[src/sv/rrw_pkg.sv]
package rrw_pkg;

    localparam int SLOTS   = 32;
    localparam int SLOT_W  = $clog2(SLOTS);
    localparam int CNT_W   = $clog2(SLOTS + 1);
    localparam int WIN_W   = 5;
    localparam int PADDR_W = 3;
    localparam int PDATA_W = 32;

    localparam logic [WIN_W-1:0]     WIN_RESET       = 5'd31;
    localparam logic [PADDR_W-3:0]   REG_WINDOW_SIZE = '0;

    typedef enum logic {
        KIND_STATUS  = 1'b0,
        KIND_RELEASE = 1'b1
    } t_kind;

    typedef enum logic [1:0] {
        ST_ACCEPTED  = 2'd0,
        ST_OUTSIDE   = 2'd1,
        ST_DUPLICATE = 2'd2
    } t_status;

    typedef struct packed {
        logic [31:0] msg_no;
        logic [31:0] seq_no;
        logic [15:0] payload_len;
        logic [15:0] block_tag;
    } t_in_word;

    typedef struct packed {
        t_kind       kind;
        t_status     status;
        logic [31:0] out_msg_no;
        logic [31:0] out_seq_no;
        logic [15:0] out_len;
        logic [15:0] out_tag;
        logic [31:0] expected_next;
        logic        last;
    } t_out_word;

    typedef struct packed {
        logic [31:0] seq_no;
        logic [15:0] len;
        logic [15:0] tag;
    } t_record;

endpackage

[src/sv/receive_reorder_window.sv]
// channel    | signals                              | role
// -----------+--------------------------------------+---------------------------------
// in         | i_in_valid, o_in_ready, i_in_data     | arriving message word
// out        | o_out_valid, i_out_ready, o_out_data  | status word, then released words
// config     | psel, penable, pwrite, paddr, pwdata, | window_size at byte address 0
//            | prdata, pready                        |
//
// an accepted word passes capture, check, count, sum and emit up to its status word
// a rejected word skips count and sum
// each released entry then passes a record memory read step and an emit step
// output stalls hold the status and release emits until the output is free
// synchronous active-low reset clears window start, high mark and valid map, window_size to 31
// the record memory has no reset; only slots with a set valid bit are ever released
module receive_reorder_window (
    input  logic                             i_clk,
    input  logic                             i_rst_n,
    input  logic                             i_in_valid,
    output logic                             o_in_ready,
    input  rrw_pkg::t_in_word                i_in_data,
    output logic                             o_out_valid,
    input  logic                             i_out_ready,
    output rrw_pkg::t_out_word               o_out_data,
    input  logic                             psel,
    input  logic                             penable,
    input  logic                             pwrite,
    input  logic [rrw_pkg::PADDR_W-1:0]      paddr,
    input  logic [rrw_pkg::PDATA_W-1:0]      pwdata,
    output logic [rrw_pkg::PDATA_W-1:0]      prdata,
    output logic                             pready
);

    typedef enum logic [2:0] {
        S_IDLE,
        S_CHECK,
        S_COUNT,
        S_SUM,
        S_STATUS,
        S_READ,
        S_RELEASE
    } t_state;

    t_state                          r_state;
    rrw_pkg::t_in_word               r_in;
    rrw_pkg::t_status                r_status;
    logic [31:0]                     r_ws;
    logic [rrw_pkg::SLOT_W-1:0]      r_ws_slot;
    logic [31:0]                     r_hm;
    logic [rrw_pkg::SLOTS-1:0]       r_valid;
    logic [rrw_pkg::WIN_W-1:0]       r_window_size;
    logic [rrw_pkg::CNT_W-1:0]       r_run;
    logic [rrw_pkg::CNT_W-1:0]       r_cap;
    logic [rrw_pkg::CNT_W-1:0]       r_cnt;
    logic [31:0]                     r_exp;
    logic                            r_out_valid;
    rrw_pkg::t_out_word              r_out;
    rrw_pkg::t_record                r_rd_data;
    rrw_pkg::t_record                mem [rrw_pkg::SLOTS];

    logic [31:0]                     eff;
    logic [31:0]                     off;
    logic                            outside;
    logic [rrw_pkg::SLOT_W:0]        slot_sum;
    logic [rrw_pkg::SLOT_W-1:0]      in_slot;
    logic                            dup;
    logic                            wr_en;
    logic [rrw_pkg::CNT_W-1:0]       run;
    logic [rrw_pkg::CNT_W-1:0]       cap;
    logic [31:0]                     hm_diff;
    logic [rrw_pkg::CNT_W-1:0]       cnt;
    logic                            out_free;
    logic                            emit;
    logic                            cfg_wr;
    logic [rrw_pkg::SLOT_W-1:0]      ws_slot_inc;

    assign o_in_ready  = (r_state == S_IDLE);
    assign o_out_valid = r_out_valid;
    assign o_out_data  = r_out;
    assign pready      = 1'b1;
    assign out_free    = !r_out_valid || i_out_ready;
    assign emit        = ((r_state == S_STATUS) || (r_state == S_RELEASE)) && out_free;

    assign cfg_wr = psel && penable && pwrite
                    && (paddr[rrw_pkg::PADDR_W-1:2] == rrw_pkg::REG_WINDOW_SIZE);

    always_comb begin
        if (paddr[rrw_pkg::PADDR_W-1:2] == rrw_pkg::REG_WINDOW_SIZE) begin
            prdata = rrw_pkg::PDATA_W'(r_window_size);
        end else begin
            prdata = '0;
        end
    end

    // window check and slot of the arriving word
    assign eff = (32'(r_window_size) > 32'(rrw_pkg::SLOTS - 1))
                 ? 32'(rrw_pkg::SLOTS - 1) : 32'(r_window_size);
    assign off     = r_in.msg_no - r_ws;
    assign outside = (r_in.msg_no < r_ws) || (off > eff);
    assign slot_sum = {1'b0, r_ws_slot} + {1'b0, off[rrw_pkg::SLOT_W-1:0]};

    always_comb begin
        if (slot_sum >= (rrw_pkg::SLOT_W + 1)'(rrw_pkg::SLOTS)) begin
            in_slot = rrw_pkg::SLOT_W'(slot_sum - (rrw_pkg::SLOT_W + 1)'(rrw_pkg::SLOTS));
        end else begin
            in_slot = slot_sum[rrw_pkg::SLOT_W-1:0];
        end
    end

    assign dup   = r_valid[in_slot];
    assign wr_en = (r_state == S_CHECK) && !outside && !dup;

    // length of the held run starting at the window start
    always_comb begin
        logic [rrw_pkg::SLOT_W:0] t;
        logic                     found;
        run   = rrw_pkg::CNT_W'(rrw_pkg::SLOTS);
        found = 1'b0;
        for (int d = 0; d < rrw_pkg::SLOTS; d++) begin
            t = {1'b0, r_ws_slot} + (rrw_pkg::SLOT_W + 1)'(d);
            if (t >= (rrw_pkg::SLOT_W + 1)'(rrw_pkg::SLOTS)) begin
                t = t - (rrw_pkg::SLOT_W + 1)'(rrw_pkg::SLOTS);
            end
            if (!found && !r_valid[t[rrw_pkg::SLOT_W-1:0]]) begin
                run   = rrw_pkg::CNT_W'(d);
                found = 1'b1;
            end
        end
    end

    assign hm_diff = r_hm - r_ws;

    always_comb begin
        if (r_ws < r_hm) begin
            if (hm_diff >= 32'(rrw_pkg::SLOTS)) begin
                cap = rrw_pkg::CNT_W'(rrw_pkg::SLOTS);
            end else begin
                cap = hm_diff[rrw_pkg::CNT_W-1:0];
            end
        end else begin
            cap = '0;
        end
    end

    assign cnt = (r_run < r_cap) ? r_run : r_cap;

    assign ws_slot_inc = (r_ws_slot == rrw_pkg::SLOT_W'(rrw_pkg::SLOTS - 1))
                         ? '0 : r_ws_slot + 1'b1;

    // record memory
    always_ff @(posedge i_clk) begin
        if (wr_en) begin
            mem[in_slot] <= '{seq_no: r_in.seq_no, len: r_in.payload_len,
                              tag: r_in.block_tag};
        end
        r_rd_data <= mem[r_ws_slot];
    end

    always_ff @(posedge i_clk) begin
        if (!i_rst_n) begin
            r_state       <= S_IDLE;
            r_in          <= '0;
            r_status      <= rrw_pkg::ST_ACCEPTED;
            r_ws          <= '0;
            r_ws_slot     <= '0;
            r_hm          <= '0;
            r_valid       <= '0;
            r_window_size <= rrw_pkg::WIN_RESET;
            r_run         <= '0;
            r_cap         <= '0;
            r_cnt         <= '0;
            r_exp         <= '0;
            r_out_valid   <= 1'b0;
            r_out         <= '0;
        end else begin
            if (cfg_wr) begin
                r_window_size <= pwdata[rrw_pkg::WIN_W-1:0];
            end
            if (emit) begin
                r_out_valid <= 1'b1;
            end else if (i_out_ready) begin
                r_out_valid <= 1'b0;
            end
            unique case (r_state)
                S_IDLE: begin
                    if (i_in_valid) begin
                        r_in    <= i_in_data;
                        r_state <= S_CHECK;
                    end
                end
                S_CHECK: begin
                    if (outside) begin
                        r_status <= rrw_pkg::ST_OUTSIDE;
                        r_cnt    <= '0;
                        r_exp    <= r_ws;
                        r_state  <= S_STATUS;
                    end else if (dup) begin
                        r_status <= rrw_pkg::ST_DUPLICATE;
                        r_cnt    <= '0;
                        r_exp    <= r_ws;
                        r_state  <= S_STATUS;
                    end else begin
                        r_status         <= rrw_pkg::ST_ACCEPTED;
                        r_valid[in_slot] <= 1'b1;
                        if (r_in.msg_no >= r_hm) begin
                            r_hm <= r_in.msg_no + 32'd1;
                        end
                        r_state <= S_COUNT;
                    end
                end
                S_COUNT: begin
                    r_run   <= run;
                    r_cap   <= cap;
                    r_state <= S_SUM;
                end
                S_SUM: begin
                    r_cnt   <= cnt;
                    r_exp   <= r_ws + 32'(cnt);
                    r_state <= S_STATUS;
                end
                S_STATUS: begin
                    if (out_free) begin
                        r_out.kind          <= rrw_pkg::KIND_STATUS;
                        r_out.status        <= r_status;
                        r_out.out_msg_no    <= '0;
                        r_out.out_seq_no    <= '0;
                        r_out.out_len       <= '0;
                        r_out.out_tag       <= '0;
                        r_out.expected_next <= r_exp;
                        r_out.last          <= (r_cnt == '0);
                        r_state             <= (r_cnt == '0) ? S_IDLE : S_READ;
                    end
                end
                S_READ: begin
                    r_state <= S_RELEASE;
                end
                S_RELEASE: begin
                    if (out_free) begin
                        r_out.kind           <= rrw_pkg::KIND_RELEASE;
                        r_out.status         <= rrw_pkg::ST_ACCEPTED;
                        r_out.out_msg_no     <= r_ws;
                        r_out.out_seq_no     <= r_rd_data.seq_no;
                        r_out.out_len        <= r_rd_data.len;
                        r_out.out_tag        <= r_rd_data.tag;
                        r_out.expected_next  <= r_exp;
                        r_out.last           <= (r_cnt == rrw_pkg::CNT_W'(1));
                        r_valid[r_ws_slot]   <= 1'b0;
                        r_ws                 <= r_ws + 32'd1;
                        r_ws_slot            <= ws_slot_inc;
                        r_cnt                <= r_cnt - 1'b1;
                        r_state <= (r_cnt == rrw_pkg::CNT_W'(1)) ? S_IDLE : S_READ;
                    end
                end
                default: begin
                    r_state <= S_IDLE;
                end
            endcase
        end
    end

endmodule
[config.mk]
export PLATFORM = sky130hd
export DESIGN_NAME = receive_reorder_window
export DESIGN_NICKNAME = d
export VERILOG_FILES = /design/src/sv/rrw_pkg.sv /design/src/sv/receive_reorder_window.sv
export SDC_FILE = /design/constraint.sdc
export NUM_CORES = 2
export LEC_CHECK = 0
export ABC_AREA = 1
export BUFFER_PORTS_ARGS = -buffer_cell sky130_fd_sc_hd__buf_4
export CORE_ASPECT_RATIO = 0.5
export CORE_MARGIN = 2
export CORE_UTILIZATION = 25
export DETAILED_ROUTE_END_ITERATION = 7
export GPL_TIMING_DRIVEN = 0
export PLACE_DENSITY = 0.36
export SYNTH_ARGS = -nofsm -noshare
export SYNTH_HDL_FRONTEND = slang
export SYNTH_SLANG_ARGS = --single-unit
[constraint.sdc]
create_clock -name i_clk -period 15.84 [get_ports i_clk]
set_input_delay 3.168 -clock i_clk [delete_from_list [all_inputs] [get_ports i_clk]]
set_output_delay 3.168 -clock i_clk [all_outputs]
set_load 0.05 [all_outputs]
* Word level (Yosys, flattened, before mapping)
Memories as Yosys holds them, arrays and structs flattened. A register that Yosys moved wholly into a read port is not among the register bits.
Index checks and enable logic that the tools add are counted.
** Storage, ports and cells
- Flip-flop bits (word level) :: 390
- Memory bits (writable) :: 2048
- Bits of input ports :: 138
- Output and inout port bits :: 167
- Logic and storage cells :: 512
- Memories kept :: 1
** Memories
- mem :: words 32, width 64, rd ports 1, clocked after Yosys merged registers in 1, write ports 1, RTL line receive_reorder_window.sv:57 : rrw_pkg::t_record mem [rrw_pkg::SLOTS];
** Cells by class
- $add $sub $neg :: 72
- Order comparisons :: 75
- Equal/unequal tests :: 14
- Muxes and demuxes :: 199
- Bitwise operators :: 6
- Reductions and logical operators :: 121
** Operators with widths (number)
- two-way mux 132 bit :: 2
- case mux 132 bit (2 select lines) :: 1
- two-way mux 6 bit :: 38
- < comparator 5 x 6 -> 1 bit, second input constant :: 34
- greater-or-equal comparator 6 bit, second input constant :: 32
- two-way mux 5 bit :: 35
- binary-select mux 1 bit (select 5 bit) :: 33
- subtractor 5 x 1 -> 5 bit, second input constant :: 33
- two-way mux 32 bit :: 5
- case mux 32 bit (2 select lines) :: 2
- adder 5 x 5 -> 6 bit, second input constant :: 16
- two-way mux 1 bit :: 70
- adder 32 x 1 -> 32 bit, second input constant :: 2
- logical NOT 1 bit :: 64
- < comparator 32 bit :: 2
- subtractor 32 bit :: 2
- adder 5 x 4 -> 6 bit, second input constant :: 8
- logical AND 1 bit :: 39
- adder 32 x 6 -> 32 bit :: 1
- bitwise AND 32 bit :: 1
- greater-or-equal comparator 32 bit :: 1
- greater-or-equal comparator 32 x 6 -> 1 bit, second input constant :: 1
- > comparator 32 x 5 -> 1 bit :: 1
- NOT 32 bit :: 1
- 31 further kinds :: 63

* Logic depth before layout (Yosys ltp)
- Depth after elaboration :: 98
- Depth in mapped cells :: 35
- Mapped depth without buffers :: 31

* Worst setup path before layout
No wires, ideal clock.
- Path type :: register to register
- From :: register r_ws_slot[1] in the netlist's numbering
- To :: memory mem[14][0] in the netlist's numbering, enable pin
- Library setup time :: 0.564 ns
- Arrival :: 8.174 ns
- Data required time :: 15.276 ns
- Setup slack :: 7.102 ns
- Cell stages (with the launch flop) :: 23
- Buffers on the path :: 7
- Clock period less this slack :: 8.738 ns
- Cells stage by stage :: dfxtp_1 > buf_2 > inv_2 > buf_2 > clkbuf_1 > clkbuf_1 > clkbuf_1 > fa_1 > nor2_1 > inv_1 > clkbuf_1 > o22ai_1 > o21ai_0 > o21ai_0 > nand2_1 > nand2_1 > nand2_1 > nand2_1 > inv_1 > nor2_1 > nand4_1 > clkbuf_1 > nor3_1
** On the way
- Longest elaborated chain between the ends :: 9
- Elaborated cells on any way between the ends :: 10
- Those cells by class :: add/sub: 2; order compare: 1; mux: 5; reduce/logical: 2
** RTL lines
- start, declared :: RTL line receive_reorder_window.sv:46 : logic [rrw_pkg::SLOT_W-1:0] r_ws_slot;
- start signal, assigned :: RTL line receive_reorder_window.sv:247 : r_ws_slot <= ws_slot_inc;
- adder 5 x 5 -> 6 bit * :: RTL line receive_reorder_window.sv:98 : assign slot_sum = {1'b0, r_ws_slot} + {1'b0, off[rrw_pkg::SLOT_W-1:0]};
- subtractor 5 x 1 -> 5 bit or greater-or-equal comparator 6 bit (tied branches) :: RTL line receive_reorder_window.sv:102, receive_reorder_window.sv:101
- two-way mux 5 bit * :: RTL line receive_reorder_window.sv:101 : if (slot_sum >= (rrw_pkg::SLOT_W + 1)'(rrw_pkg::SLOTS)) begin
- binary-select mux 1 bit (select 5 bit) :: RTL line receive_reorder_window.sv:108 : assign dup = r_valid[in_slot];
- two-way mux 1 bit (implied by the code) :: RTL line receive_reorder_window.sv:108
- logical NOT 1 bit :: RTL line receive_reorder_window.sv:109 : assign wr_en = (r_state == S_CHECK) && !outside && !dup;
- logical AND 1 bit :: RTL line receive_reorder_window.sv:109
- two-way mux 1 bit :: RTL line receive_reorder_window.sv:150 : if (wr_en) begin
- two-way mux 1 bit (implied by the code) :: RTL line receive_reorder_window.sv:151 : mem[in_slot] <= '{seq_no: r_in.seq_no, len: r_in.payload_len,
- end, declared :: RTL line receive_reorder_window.sv:57
Mark *: on every way between the ends. The rest lies on a longest branch, timed or not. The select of a mux whose other input is x is not followed.

* Final worst setup path
- From :: register r_ws_slot[1] in the netlist's numbering
- To :: memory mem[15][55] in the netlist's numbering, enable pin
The elaborated chain is that of the path after synthesis.

==> metrics.md <==
| Metric | Value |
|---|---|
| Synth cell count leaders | `2,048 x edfxtp_1, 1,547 x nor2_1, 1,430 x o21ai_0` |
| Critical-path maximum fanout | `15` |
| Number of maximum-capacitance constraint violations | `9` |
| Nets@finish | `10,740` |
| Clock tree buffer depth | `4` |
| Inst Count DP | `15,770` |
| Share of the yosys chip area belonging to registers | `0.6748` |
| Fraction of post-synthesis cell area in the top cell type by area | `0.5879` |
| Antenna-violating nets left | `0` |
| Pin count of the biggest net entering global routing | `34` |
| Delay of the slowest cell on the worst path | `1130 ps` |
| Library cell with the largest summed area after synthesis | `edfxtp_1` |
| Post-CTS Hold Fix Bufs | `0` |
| Vias in the first global route | `77,840` |
| X dimension of the die | `918.8 um` |
| Wire length per cell after detailed routing | `32.86 um` |
| CTS HTree Levels | `5` |
| First-pass DRT Iterations | `6` |
| Result of the run | `complete, but fails checks` |
| Number of resized instances in the post-cts repair step | `0` |
| Setup CP Type | `register to register` |
| Clock latency on the worst-skew pair | `920 ps` |
| Pwr Density | `131.3 nW/um^2` |
| Die Height | `461.4 um` |
| Type of element launching the critical path | `register` |
| Leakage power | `44.06 nW` |
| Startpoint of the most critical setup path | `r_ws_slot[1]` |
| Worst vdd rail ir drop | `0.00007082 V` |
| Max Slew Vio Count | `68` |
| Via count | `83,100` |
| Setup repair after global routing missed its margin | `no` |
| Endpoint of the worst setup timing path | `mem[15][55]` |
| Final-report setup violation count | `0` |
| Number of register bits inferred by synthesis | `2,502` |
| Number of warnings reported in the yosys synthesis log | `0` |
| Highest-delay cell along the critical path | `clkbuf_1` |
| Required time at the endpoint of the critical path | `16,460 ps` |
| Initial DRC count | `10,900` |
| Clock period minus worst slack | `10,620 ps` |
| Dominant synthesized flop cell | `edfxtp_1` |
| Clock Pin Slew Worst Setup and Hold Paths | `70 ps` |
| Syn Inst Count | `9,496` |
| Most repeated library cell on the critical path | `buf_6` |
| Overall routing resource usage | `0.2434` |
| Setup_tns | `0 ps` |
| Total buffers and inverters traversed by the critical path | `19` |
| Number of placement rows | `167` |
| Period utilisation layout | `0.6706` |
| Root cell of the clock tree | `clkbuf_16` |
| Cells on worst reg2reg path | `31` |
| Worst hold-check slack | `433.4 ps` |
| Share of final-layout standard cells stronger than drive strength 1 | `0.1217` |
| Area enclosed by the die boundary | `423,900 um^2` |
| Yosys cell types | `68` |
| Average vias per placed instance | `5.106` |
| Average cell area after synthesis | `11.02 um^2` |
| Max Freq | `94.13 MHz` |
| Count of placed standard cells in the final layout, fillers left out | `16,270` |
| Number of post-CTS setup repair buffers | `0` |
| End of the worst register-to-register path | `mem[15][55]` |
| Maximum clock skew at final layout | `63.75 ps` |
| Number of endpoints with negative hold slack in the final report | `0` |
| EDFF count, synth | `2,048` |
| Wire length of the first global-routing pass | `709,200 um` |
| TritonCTS clock tree | `yes` |
| Ports | `305` |
| Reg-to-reg slack, setup | `5220 ps` |
| Post-DP HPWL | `404,500 um` |
| Total CTS buffers | `270` |
| Violations in the final reports | `max-capacitance violations, max-slew violations` |
| Async set or reset register ratio after synthesis | `0` |
| Global-route congestion overflow total | `0` |
| Area growth from synthesis to layout | `21.87%` |
| Capturing element type of the critical path | `register` |
| Library cell with the highest instance count after synthesis | `edfxtp_1` |
| Total standard cell area after synthesis | `104,600 um^2` |
| Clock sinks | `2,502` |
| Final estimated routing congestion in global placement | `0.8790` |
| Family with the most delay on the worst path | `buffers and inverters` |
| Slew @ Worst Pin | `1584 ps` |
| Initial Util | `0.2518` |
| Worst reg2reg startpoint | `r_ws_slot[1]` |
| Ranking of synthesized cells by area | `edfxtp_1 59%, dfxtp_1 8.7%, o21ai_0 6.8%, nor2_1 5.6%, nand2_1 3.5%` |
| Final core utilization | `0.3069` |
| Number of port buffers | `246` |
| Drt total wl | `534,800 um` |
| Number of remaining DRC errors | `0` |
| Cell depth of the worst setup path | `31` |
| Worst rel slew slack | `-0.05623` |
| Min-Delay Path Class | `register to register` |
| Area inside the core boundary | `415,400 um^2` |
| Antenna violations before repair | `81` |
| Signal arrival time at the worst endpoint | `11,240 ps` |
placed cells by master (no fill, tap or decap), types with 40 or more instances in the layout:
cell	count
o21ai_0	1429
clkbuf_2	50
buf_4	317
buf_6	319
nor3_1	69
clkbuf_1	555
edfxtp_1	2048
nor2_1	1546
nand3_1	385
inv_1	297
o22ai_1	525
dfxtp_2	58
dfxtp_1	396
clkbuf_16	278
nand4_1	68
a21oi_1	455
o221ai_1	82
xor2_1	88
clkinv_2	40
ha_1	140
clkinv_1	45
nand2_1	966
worst min-delay path by stage:
stage | start | end | cells past startpoint
after floorplan | r_rd_data[10] | o_out_data[43] | 2
after global placement | r_rd_data[12] | o_out_data[45] | 2
after detailed placement | r_rd_data[13] | o_out_data[46] | 2
after CTS | r_rd_data[16] | o_out_data[49] | 2
after global routing | r_rd_data[13] | o_out_data[46] | 2
final | r_rd_data[16] | o_out_data[49] | 2
cell families (layout without fill, tap and decap cells):
family | after synthesis | after routing | share of synthesized area
and+or+nand+nor | 3132 | 3132 | 0.1224
DFF | 2502 | 2502 | 0.6748
adders and majority gates | 144 | 144 | 0.01751
other | 2 | 63 | 0.00007179
xor gates and xnor gates | 111 | 111 | 0.009437
AOI/OAI and AO/OA | 2650 | 2650 | 0.1395
muxes | 4 | 4 | 0.0003828
buffers and inverters | 951 | 2091 | 0.03598
sequential cells by signal, indices dropped and copies added, names as in the netlist, 5 cells and up:
register       cells
r_ws_slot          5
r_ws              32
r_run              6
r_cap              6
r_exp             32
r_in              96
r_valid           32
r_rd_data         64
r_cnt              6
o_out_data       132
r_hm              32
mem             2048
r_window_size      5
per-stage QoR:
stage,power [mW],cell area (um^2),setup slack [ps]
detailed placement,10.50,119000,5174
floorplan,9.178,104700,7102
global route,17.28,127400,4891
finish,16.74,127500,5217
CTS,16.83,127400,5136
global placement,10.42,113500,-8505
metal layers:
layer	routed length, um	GRT usage
met2	239100	0.3846
met5	60	0
met4	16500	0.06830
met1	242200	0.3473
met3	36960	0.03608
tightest hold or removal path, cell delays in order, from the launching register on:
cell     delay (ps)
dfxtp_1         300
nand2_1          60
a21oi_1          50
cell type report:
| type | instances | area, um^2 |
|---|---|---|
| multi-input combinational | 6069 | 30520 |
| inverter | 313 | 1186 |
| tap | 5577 | 6978 |
| timing repair buffer | 668 | 7039 |
| antenna | 35 | 87.58 |
| fill | 42930 | 287900 |
| buffer | 638 | 2648 |
| clock buffer | 357 | 7423 |
| sequential | 2502 | 70660 |
| clock inverter | 115 | 937.1 |
where the power goes:
group | total [mW] | switching (mW) | internal (mW) | leakage (nW)
registers | 7.93 | 0.442 | 7.49 | 22.6
clock network | 6.38 | 2.89 | 3.49 | 4.10
logic | 2.43 | 1.78 | 0.652 | 17.4
(Power assumes the default switching activity.)
